==> config.mk <==
export PLATFORM = sky130hd
export DESIGN_NAME = bse_ctrl
export DESIGN_NICKNAME = d
export VERILOG_FILES = /design/src/sv/bse_pkg.sv /design/src/sv/bse_ctrl.sv
export SDC_FILE = /design/constraint.sdc
export NUM_CORES = 1
export LEC_CHECK = 0
export BUFFER_PORTS_ARGS = -buffer_cell sky130_fd_sc_hd__buf_2
export CAP_MARGIN = 20
export CORE_UTILIZATION = 50
export DETAILED_ROUTE_END_ITERATION = 8
export GPL_ROUTABILITY_DRIVEN = 0
export MAX_ROUTING_LAYER = met4
export PLACE_DENSITY = 0.77
export SYNTH_ARGS = -nofsm -noshare
export SYNTH_HDL_FRONTEND = slang
export SYNTH_SLANG_ARGS = --single-unit
==> constraint.sdc <==
create_clock -name clk -period 4.88 [get_ports clk]
set_input_delay 0 -clock clk [delete_from_list [all_inputs] [get_ports clk]]
set_output_delay 0 -clock clk [all_outputs]
set_load 0.05 [all_outputs]
==> src/sv/bse_pkg.sv <==
package bse_pkg;

    localparam int MAX_DEPTH = 256;
    localparam int ADDR_W    = $clog2(MAX_DEPTH);
    localparam int CNT_W     = $clog2(MAX_DEPTH + 1);
    localparam int DATA_W    = 32;
    localparam int CMD_W     = 3;
    localparam int STAT_W    = 2;
    localparam int CAP_W     = 9;
    localparam int FILL_W    = 9;
    localparam int CAP_RESET = 256;
    // Width used to compare the capacity register against the fill count.
    localparam int CMP_W     = (CNT_W > CAP_W) ? CNT_W : CAP_W;

    typedef enum logic [CMD_W-1:0] {
        CMD_PUSH  = 3'd0,
        CMD_POP   = 3'd1,
        CMD_PEEK  = 3'd2,
        CMD_DUP   = 3'd3,
        CMD_SWAP  = 3'd4,
        CMD_CLEAR = 3'd5
    } cmd_t;

    typedef enum logic [STAT_W-1:0] {
        ST_OK    = 2'd0,
        ST_FULL  = 2'd1,
        ST_EMPTY = 2'd2,
        ST_FEW   = 2'd3
    } status_t;

    typedef enum logic [2:0] {
        S_IDLE,
        S_TOP,
        S_SEC,
        S_WR2,
        S_OUT
    } state_t;

    typedef struct packed {
        logic              wr_en;
        logic [ADDR_W-1:0] wr_addr;
        logic [DATA_W-1:0] wr_data;
        logic              rd_en;
        logic [ADDR_W-1:0] rd_addr;
    } mem_req_t;

    typedef struct packed {
        logic signed [DATA_W-1:0] data_out;
        logic [STAT_W-1:0]        status;
        logic [FILL_W-1:0]        fill_count;
    } result_t;

endpackage

==> src/sv/bse_ctrl.sv <==
module bse_ctrl (
    input  logic                      clk,
    input  logic                      rst_n,
    input  logic                      req_valid,
    output logic                      req_ready,
    input  logic [bse_pkg::CMD_W-1:0] req_cmd,
    input  logic [bse_pkg::DATA_W-1:0] req_push_value,
    input  logic [bse_pkg::CAP_W-1:0] capacity,
    input  logic                      out_free,
    output logic                      res_valid,
    output bse_pkg::result_t          res,
    output bse_pkg::mem_req_t         mem_req,
    input  logic [bse_pkg::DATA_W-1:0] rd_data
);
    import bse_pkg::*;

    state_t            state_reg, state_next;
    cmd_t              cmd_reg, cmd_next;
    logic [CNT_W-1:0]  count_reg, count_next;
    logic [DATA_W-1:0] data_reg, data_next;
    status_t           status_reg, status_next;
    logic [DATA_W-1:0] top_reg, top_next;

    logic [CMP_W-1:0]  cap_lim;
    logic              full;
    logic [ADDR_W-1:0] top_addr;
    logic [ADDR_W-1:0] sec_addr;
    logic [ADDR_W-1:0] push_addr;
    logic [CNT_W-1:0]  count_m1;
    logic [CNT_W-1:0]  count_m2;

    // The usable capacity is the register value clamped to the store depth.
    assign cap_lim = (CMP_W'(capacity) > CMP_W'(MAX_DEPTH)) ? CMP_W'(MAX_DEPTH)
                                                             : CMP_W'(capacity);
    assign full      = CMP_W'(count_reg) >= cap_lim;
    assign count_m1  = count_reg - CNT_W'(1);
    assign count_m2  = count_reg - CNT_W'(2);
    assign top_addr  = count_m1[ADDR_W-1:0];
    assign sec_addr  = count_m2[ADDR_W-1:0];
    assign push_addr = count_reg[ADDR_W-1:0];

    always_ff @(posedge clk or negedge rst_n)
    begin
        if (!rst_n)
        begin
            state_reg <= S_IDLE;
            count_reg <= '0;
        end
        else
        begin
            state_reg <= state_next;
            count_reg <= count_next;
        end
    end

    always_ff @(posedge clk)
    begin
        cmd_reg    <= cmd_next;
        data_reg   <= data_next;
        status_reg <= status_next;
        top_reg    <= top_next;
    end

    always_comb
    begin
        state_next  = state_reg;
        cmd_next    = cmd_reg;
        count_next  = count_reg;
        data_next   = data_reg;
        status_next = status_reg;
        top_next    = top_reg;
        mem_req     = '0;
        req_ready   = 1'b0;
        res_valid   = 1'b0;

        case (state_reg)
            S_IDLE:
            begin
                req_ready = 1'b1;
                if (req_valid)
                begin
                    cmd_next    = cmd_t'(req_cmd);
                    data_next   = '0;
                    status_next = ST_OK;
                    state_next  = S_OUT;
                    case (cmd_t'(req_cmd))
                        CMD_PUSH:
                        begin
                            if (full)
                            begin
                                status_next = ST_FULL;
                            end
                            else
                            begin
                                mem_req.wr_en   = 1'b1;
                                mem_req.wr_addr = push_addr;
                                mem_req.wr_data = req_push_value;
                                count_next      = count_reg + CNT_W'(1);
                            end
                        end
                        CMD_POP, CMD_PEEK:
                        begin
                            if (count_reg == '0)
                            begin
                                status_next = ST_EMPTY;
                            end
                            else
                            begin
                                mem_req.rd_en   = 1'b1;
                                mem_req.rd_addr = top_addr;
                                state_next      = S_TOP;
                                if (cmd_t'(req_cmd) == CMD_POP)
                                begin
                                    count_next = count_m1;
                                end
                            end
                        end
                        CMD_DUP:
                        begin
                            // The empty test takes precedence over the full test.
                            if (count_reg == '0)
                            begin
                                status_next = ST_EMPTY;
                            end
                            else if (full)
                            begin
                                status_next = ST_FULL;
                            end
                            else
                            begin
                                mem_req.rd_en   = 1'b1;
                                mem_req.rd_addr = top_addr;
                                state_next      = S_TOP;
                            end
                        end
                        CMD_SWAP:
                        begin
                            if (count_reg < CNT_W'(2))
                            begin
                                status_next = ST_FEW;
                            end
                            else
                            begin
                                mem_req.rd_en   = 1'b1;
                                mem_req.rd_addr = top_addr;
                                state_next      = S_TOP;
                            end
                        end
                        CMD_CLEAR:
                        begin
                            count_next = '0;
                        end
                        default:
                        begin
                        end
                    endcase
                end
            end
            S_TOP:
            begin
                state_next = S_OUT;
                case (cmd_reg)
                    CMD_POP, CMD_PEEK:
                    begin
                        data_next = rd_data;
                    end
                    CMD_DUP:
                    begin
                        mem_req.wr_en   = 1'b1;
                        mem_req.wr_addr = push_addr;
                        mem_req.wr_data = rd_data;
                        count_next      = count_reg + CNT_W'(1);
                    end
                    CMD_SWAP:
                    begin
                        top_next        = rd_data;
                        mem_req.rd_en   = 1'b1;
                        mem_req.rd_addr = sec_addr;
                        state_next      = S_SEC;
                    end
                    default:
                    begin
                    end
                endcase
            end
            S_SEC:
            begin
                mem_req.wr_en   = 1'b1;
                mem_req.wr_addr = top_addr;
                mem_req.wr_data = rd_data;
                state_next      = S_WR2;
            end
            S_WR2:
            begin
                mem_req.wr_en   = 1'b1;
                mem_req.wr_addr = sec_addr;
                mem_req.wr_data = top_reg;
                state_next      = S_OUT;
            end
            S_OUT:
            begin
                res_valid = 1'b1;
                if (out_free)
                begin
                    state_next = S_IDLE;
                end
            end
            default:
            begin
                state_next = S_IDLE;
            end
        endcase
    end

    assign res.data_out   = data_reg;
    assign res.status     = status_reg;
    assign res.fill_count = FILL_W'(count_reg);
endmodule

; ---- Word-level counts from Yosys, hierarchy flattened
; Index checks and enable logic that the tools add are counted.
; W data, S select, Z words.
[totals]
register_bits = 81
elab_cells = 83
mem_bits_rw = 0
output_inout_bits = 95
latch_bits = 0
memories = 0
in_bits = 80
mem_bits_ro = 0
[classes]
order_cmp = 3
n_eq_ne = 21
n_bitwise = 0
mux = 39
n_addsub = 3
reduce_logical = 11
n_div = 0
mul = 0
shifts = 0
[ops]
columns = cell, n
row1 = $pmux W41 S4, 1
row2 = $mux W41, 3
row3 = $mux W9, 11
row4 = $mux W32, 2
row5 = $pmux W32 S2, 1
row6 = $pmux W9 S3, 2
row7 = $mux W50, 1
row8 = $pmux W9 S2, 2
row9 = $mux W3, 7
row10 = $eq A3 B2 Y1 const B, 6
row11 = $pmux W3 S5, 1
row12 = $eq A3 B3 Y1 const B, 4
row13 = $add A9 B1 Y9 const B, 1
row14 = $eq A3 B1 Y1 const B, 3
row15 = $ge A9 B9 Y1, 1
row16 = $gt A9 B9 Y1 const B, 1
row17 = $logic_not A9 Y1, 1
row18 = $lt A9 B2 Y1 const B, 1
row19 = $ne A3 B3 Y1 const B, 3
row20 = $pmux W3 S3, 1
row21 = $sub A9 B1 Y9 const B, 1
row22 = $pmux W2 S4, 1
row23 = $sub A8 B2 Y8 const B, 1
row24 = $reduce_and A7 Y1, 1
row25 = 10 further kinds, 20

; ---- Depth between registers and ports, before layout
; Gate-level depths: netlist of the first run.
[depth]
ltp_word = 8
mapped_depth = 11
mapped_depth_nobuf = 9

; ---- Least setup slack after synthesis of the first run
; No wires, ideal clock.
[synth_path]
kind = register to output
start = reg count_reg[0]
end = out mem_req[7] (netlist name)
path_buffers = 2
t_arrival_ns = 3.984
setup_slack_ns = 0.896
t_required_ns = 4.880
stages_incl_launch_ff = 11
cell_sequence = dfrtp_1 clkbuf_1 inv_1 ha_1 or3b_1 clkbuf_4 o311ai_0 a211oi_1 a21oi_4 and2_4 nor4_1
[synth_rtl]
columns = item, line_no
row1 = "start, declared", bse_ctrl.sv:19  ; logic [CNT_W-1:0] count_reg, count_next;
row2 = "start signal, assigned", bse_ctrl.sv:52  ; count_reg <= count_next;
row3 = "end, declared", bse_ctrl.sv:12  ; output bse_pkg::mem_req_t mem_req,

==> results of run 1 <==
cells in the mapped netlist (all sizes together), types with 2 or more instances:
cell     n
buf      8
o21ba    3
a32oi    9
nor3     5
o21a     2
or2      4
a211oi   2
clkinv   2
o22ai    5
inv     41
a21oi   19
xor2     2
a21o     2
o311ai   3
mux2i    4
and3     4
ha      14
xnor2    2
nand2b   3
nand2   33
dfrtp   12
or3      9
nor2b    3
and2    35
nand3   10
o21ai   13
and4     3
a22oi    4
nor3b    3
nor4     4
o31ai    7
nand4    3
a222oi  32
a311oi   3
a31oi    2
o22a     3
nor2    29
clkbuf  23
edfxtp  69
metal layers:
| layer | part of all wire [%] | up-vias | routed length [um] |
|---|---|---|---|
| li1 | - | 2133 | - |
| met3 | 8.5 | 42 | 1220 |
| met2 | 49 | 292 | 7050 |
| met4 | 2.8 | 0 | 408 |
| met5 | 0 | - | 0 |
| met1 | 40 | 2195 | 5720 |
power breakdown:
group | switching [mW] | internal, mW | leakage (nW)
Sequential | 0.170 | 0.893 | 0.804
Combinational | 1.09 | 0.425 | 2.08
Clock | 0.278 | 0.248 | 0.104
Total | 1.54 | 1.57 | 2.98
worst max-delay path, cell delays in order (launching register included):
cell and delay (ns):
dfrtp_1 0.50, inv_1 0.22, ha_1 0.27, or3b_1 0.49
o311ai_0 0.53, a211oi_1 0.23, a21oi_4 0.31, or2_1 0.19
a311oi_1 0.09, buf_2 0.24
placed cells by master, fill, tap and decap left out, drive strengths merged, types with 5 or more instances in the layout:
master	netlist	layout
a222oi	32	32
ha	14	14
nor3	5	5
o31ai	7	7
dfrtp	12	12
buf	8	183
edfxtp	69	69
inv	41	45
a21oi	19	19
a32oi	9	9
nand3	10	10
and2	35	35
nand2	33	33
o22ai	5	5
o21ai	13	13
or3	9	9
nor2	29	29
clkbuf	23	10
dlygate4sd3	0	37
cell families after synthesis:
kind of cell	count (synthesis)	share of synthesized area [%]
AOI/OAI and AO/OA	120	20.1
DFF	81	50.1
adders and majority gates	14	3.70
buffers and inverters	74	6.63
muxes	5	1.08
and+or+nand+nor	153	17.6
xor gates and xnor gates	4	0.740
worst max-delay path by stage:
stage	from	to	slack [ns]	cells past startpoint
6_report	count_reg[0]	mem_req[3]	1.44	9
5_1_grt	count_reg[0]	mem_req[3]	1.26	9
4_1_cts	count_reg[0]	mem_req[5]	1.48	9
3_5_place_dp	count_reg[2]	count_reg[7]	1.93	7
3_3_place_gp	count_reg[2]	count_reg[7]	2.01	7
2_1_floorplan	count_reg[0]	mem_req[7]	0.90	10
final cells by class:
class	count	area (um2)	share of cell area [%]
flip-flops and latches	81	2370	37.8
inverters	43	163	2.59
clock buffers	9	124	1.97
multi-input cells	296	2080	33.2
clock inverters	7	86.3	1.37
well taps	111	139	2.21
repair buffers	221	1310	20.9
metrics by stage:
step	worst slack, ns	utilization (%)	total power, mW
final	1.44	68.3	3.10
after global routing	1.26	68.3	3.24
after CTS	1.48	68.2	3.08
after detailed placement	1.93	61.9	2.53
after global placement	2.01	61.9	2.51
after floorplan	0.896	-	2.16
==> flow_summary.yaml, run 1 <==
outcome:
  status: "completed"
cells_and_area:
  layoutNonFillerInstCount: 768
  antennaDiodeCount: 0
  fillers: 710
  drive_gt1_share_pct: 34.2
  design_area_um2: 6280
  area_growth_pct: 32.6
  fin_nets: 746
worst_setup_path:
  worst-path-max-fanout: 11
  arrival_ns: 3.44
  cp-end-kind: "output pin"
  reg2reg_from: "count_reg[6]"
  crit_required_ns: 4.88
  critical_path_class: "register to output pin"
  cp-start-kind: "register"
  reg2reg_slack_ns: 1.98
  r2r_cells: 7
  worstReg2RegEnd: "count_reg[1]"
clocking:
  clkTransAtPathRegs_ns: 0.10
  tritoncts: "yes"
  cts_buffer_depth: 2
  cts_hold_buf: 37
  clock_latency_ns: 0.36
  cts_sinks: 81
  root_buffer: "clkbuf_8"
  ctsResizeCount: 0
  cts_buffers: 9
  htree_levels: 3
  cts_setup_buffers: 0
hold_path:
  min_path_type: "input port to asynchronous set/reset pin"
timing:
  drv_slew: 0
  rsz0062_at_grt: "false"
  fmax_ghz: 0.291
  fin_crit_ns: 3.44
  period_share_pct: 70.5
  tns_ns: 0
  setup_viol: 0
  hold_slack_ns: 0.0627
  skew_ns: 0.0160
  relSlewSlack_pct: 36.3
  hold_violations: 0
  worstMarginPinSlew_ns: 0.949
logic_synthesis:
  yosys_warnings: 0
  ys_ff_latch: 81
  synth_flop_cell: "edfxtp_1"
  ys_seq_area_share_pct: 50.1
  synthTopCellsByArea: "edfxtp_1 44%, a222oi_1 6.8%, dfrtp_1 6.3%"
  synth_top_area_share_pct: 43.7
  synth_edf_count: 69
  synthArstFlopShare_pct: 14.8
  synth.avg_cell_area_um2: 10.5
  synth.distinct_cells: 73
  netlist_area_um2: 4740
  synth_largest_area_cell: "edfxtp_1"
  synthCells: 451
  synth_fp_nets: 545
global_route:
  grt_pass1_vias: 4305
  gr-usage-met2_pct: 48.7
  grt_overflow: 0
  antenna_found_initial: 0
  grt_pass1_wl_mm: 22.0
  grt_usage_pct: 29.9
  grt-busiest-layer: "met2"
  met3_usage_pct: 5.48
  grtUsageMet1_pct: 37.1
  grt_max_degree: 34
floorplanning:
  die_w_um: 99.3
  io_pins: 175
  coreArea_um2: 9200
  die_h_um: 99.3
  die_area_um2: 9870
  std_cell_rows: 35
  start_util_pct: 51.5
routing:
  wl_per_cell_um: 18.8
  drc: 0
  drt_pass1_iterations: 8
  antenna_left: 0
  finalWirelength_mm: 14.4
  drt_iter0_markers: 412
  via_count: 4662
  vias_per_cell: 6.07
placement:
  place_area_um2: 5700
  hpwl_mm: 9.80
  place_inst: 714
  place.port_buffers: 174
power_and_ir_drop:
  p_leak_nw: 2.98
  ir_drop_mv: 0.338
  p_per_area_nw_per_um2: 494
run:
  cap_violations: 0
Note: power is estimated with default switching activity, not from simulation.
==> run 2, diff against run 1 <==
--- a/config.mk
+++ b/config.mk
@@ -5,6 +5,7 @@
 export SDC_FILE = /design/constraint.sdc
 export NUM_CORES = 1
 export LEC_CHECK = 0
+export ABC_AREA = 1
 export BUFFER_PORTS_ARGS = -buffer_cell sky130_fd_sc_hd__buf_2
 export CAP_MARGIN = 20
 export CORE_UTILIZATION = 50
==> constraint.sdc (replaced) <==
create_clock -name clk -period 3.4 [get_ports clk]
set_input_delay 0 -clock clk [delete_from_list [all_inputs] [get_ports clk]]
set_output_delay 0 -clock clk [all_outputs]
set_load 0.05 [all_outputs]
==> run 2 against run 1 <==
  * Combinational power increased by 99%
  * Sequential share of layout area decreased by 0.075 points
  * Setup slack got worse by 1.0 ns
  * Worst hold slack improved by 0.0046 ns
  * Clock skew decreased by 0.0047 ns
  * Clock power increased by 24%
  * Synthesized cell count increased by 21%
  * Critical path depth increased by 2
  * Sequential cell count unchanged
  * Register-to-register slack got worse by 0.88 ns
  * Core utilization decreased by 0.19 points
==> flow_summary.yaml, run 2 <==
logic_synthesis:
  synthArstFlopShare_pct: 14.8
  synth.avg_cell_area_um2: 8.78
  synth.distinct_cells: 37
  synth_edf_count: 69
  netlist_area_um2: 4780
  synth_fp_nets: 638
  synth_largest_area_cell: "edfxtp_1"
  ys_ff_latch: 81
  synthCells: 544
  yosysMostFrequentCell: "inv_1"
  yosys_warnings: 0
  synth_commonest_cells: "104 x inv_1, 100 x nand2_1, 69 x edfxtp_1"
  synth_top_area_share_pct: 43.4
  synth_flop_cell: "edfxtp_1"
  synthTopCellsByArea: "edfxtp_1 43%, inv_1 8.2%, nand2_1 7.9%"
  ys_seq_area_share_pct: 49.6
cells_and_area:
  multi_input_area_um2: 1890
  design_area_um2: 6290
  drive_gt1_share_pct: 28.6
  fin_nets: 848
  fillers: 722
  antennaDiodeCount: 0
  layout.area.seq_um2: 2370
  most-common-layout-cells: "174 x buf_2, 104 x inv_1, 100 x nand2_1"
  finish.utilization_pct: 68.1
  area_growth_pct: 31.7
  layout_commonest_cell: "buf_2"
clocking:
  root_buffer: "clkbuf_8"
  cts_sinks: 81
  cts_buffer_depth: 2
  ctsResizeCount: 0
  tritoncts: "yes"
  clock_latency_ns: 0.35
  htree_levels: 3
  cts_buffers: 9
  cts_setup_buffers: 0
  clkTransAtPathRegs_ns: 0.09
timing:
  period_share_pct: 88.4
  worstMarginPinSlew_ns: 0.674
  tns_ns: 0
  fmax_ghz: 0.333
  setup_viol: 0
  fin_crit_ns: 3.00
  drv_slew: 0
  skew_ns: 0.0113
  setup_slack_ns: 0.395
  relSlewSlack_pct: 55.0
  rsz0062_at_grt: "false"
  hold_violations: 0
floorplanning:
  die_w_um: 99.8
  die_area_um2: 9950
  coreArea_um2: 9240
  die_h_um: 99.8
  start_util_pct: 51.7
  std_cell_rows: 35
  io_pins: 175
routing:
  drt_pass1_iterations: 5
  wl_per_cell_um: 14.9
  vias_per_cell: 5.18
  drc: 0
  finalWirelength_mm: 13.2
  via_count: 4604
  antenna_left: 0
  drt_iter0_markers: 221
worst_setup_path:
  arrival_ns: 3.00
  crit_required_ns: 3.40
  worst-path-max-fanout: 33
  r2r_cells: 6
  critical_path_class: "register to output pin"
  reg2reg_slack_ns: 1.10
  worstReg2RegEnd: "top_reg[15]"
  cp-start-kind: "register"
  cp-end-kind: "output pin"
  reg2reg_from: "state_reg[2]"
power_and_ir_drop:
  p_leak_nw: 3.20
  total_power_mw: 5.21
  p_per_area_nw_per_um2: 827
  ir_drop_mv: 0.538
run:
  cap_violations: 0
global_route:
  grt_usage_pct: 27.5
  grt_overflow: 0
  grt_max_degree: 35
  grt_pass1_wl_mm: 20.6
  grt_pass1_vias: 4311
  antenna_found_initial: 0
placement:
  place.port_buffers: 174
  hpwl_mm: 9.37
  place_ws_ns: 0.746
  place_area_um2: 5740
hold_path:
  min_path_type: "input port to asynchronous set/reset pin"
outcome:
  status: "completed"
[run 2: changes by cell type after synthesis, moves of 21 or more]
cell / previous run / this run
nor2_1: 29 / 53
inv_1: 39 / 104
o21ai_0: 7 / 28
a22oi_1: 4 / 33
nand2_1: 33 / 100
and2_1: 33 / 1
a222oi_1: 32 / 0
[run 2: area by class of cell]
type,count,area share [%]
clock buffers,9,1.97
multi-input cells,337,30.1
well taps,129,2.56
inverters,109,6.50
repair buffers,216,20.3
flip-flops and latches,81,37.7
clock inverters,7,0.875
[run 2: repair_timing]
item | 4_1_cts | 5_1_grt
hold buffers | 37 | 0
hold endpoints to repair | 74 | 0
endpoints found under the setup margin | 0 | 0
[run 2: per-stage QoR]
stage | hold slack, ns | std cells
2_1_floorplan | -0.296 | 544
3_3_place_gp | -0.0883 | 835
3_5_place_dp | -0.0819 | 835
4_1_cts | 0.0468 | 888
5_1_grt | 0.0898 | 888
6_report | 0.0673 | 888
[run 2: worst max path at each step]
stage	from	end	slack [ns]	depth (start not counted)
2_1_floorplan	count_reg[0]	mem_req[10]	0.43	10
3_3_place_gp	capacity[0]	mem_req[42]	0.86	16
3_5_place_dp	capacity[0]	mem_req[42]	0.75	16
4_1_cts	count_reg[4]	mem_req[42]	0.38	11
5_1_grt	count_reg[4]	mem_req[43]	0.12	11
6_report	count_reg[4]	mem_req[42]	0.40	11
[run 2: critical path, cell delays in order, from the launching register on]
cell	delay (ns)
dfrtp_1	0.63
ha_1	0.33
nand2_1	0.07
inv_1	0.06
nand2_1	0.06
nor2_1	0.04
nor2_1	0.19
nand4_4	0.45
nand2_2	0.27
inv_1	0.11
o21ai_0	0.16
buf_2	0.28
[run 2: power breakdown]
part | switching, mW | internal [mW]
clock | 0.379 | 0.271
sequential | 0.171 | 1.39
combinational | 2.29 | 0.710
total | 2.84 | 2.37
[run 2: logic make-up after synthesis]
kind of cell               Yosys count  share of synthesized area [%]
buffers and inverters              126                           10.8
and+or+nand+nor                    204                           19.7
xor gates and xnor gates            18                           3.30
adders and majority gates           14                           3.67
DFF                                 81                           49.6
AOI/OAI and AO/OA                  101                           12.9
[run 2: layer usage]
layer | part of all wire (%) | vias up | GRT usage (%)
met1 | 41 | 2128 | 33.9
met5 | 0 | - | -
li1 | - | 2214 | -
met2 | 49 | 227 | 45.5
met3 | 7.2 | 35 | 3.58
met4 | 2.7 | 0 | 11.8
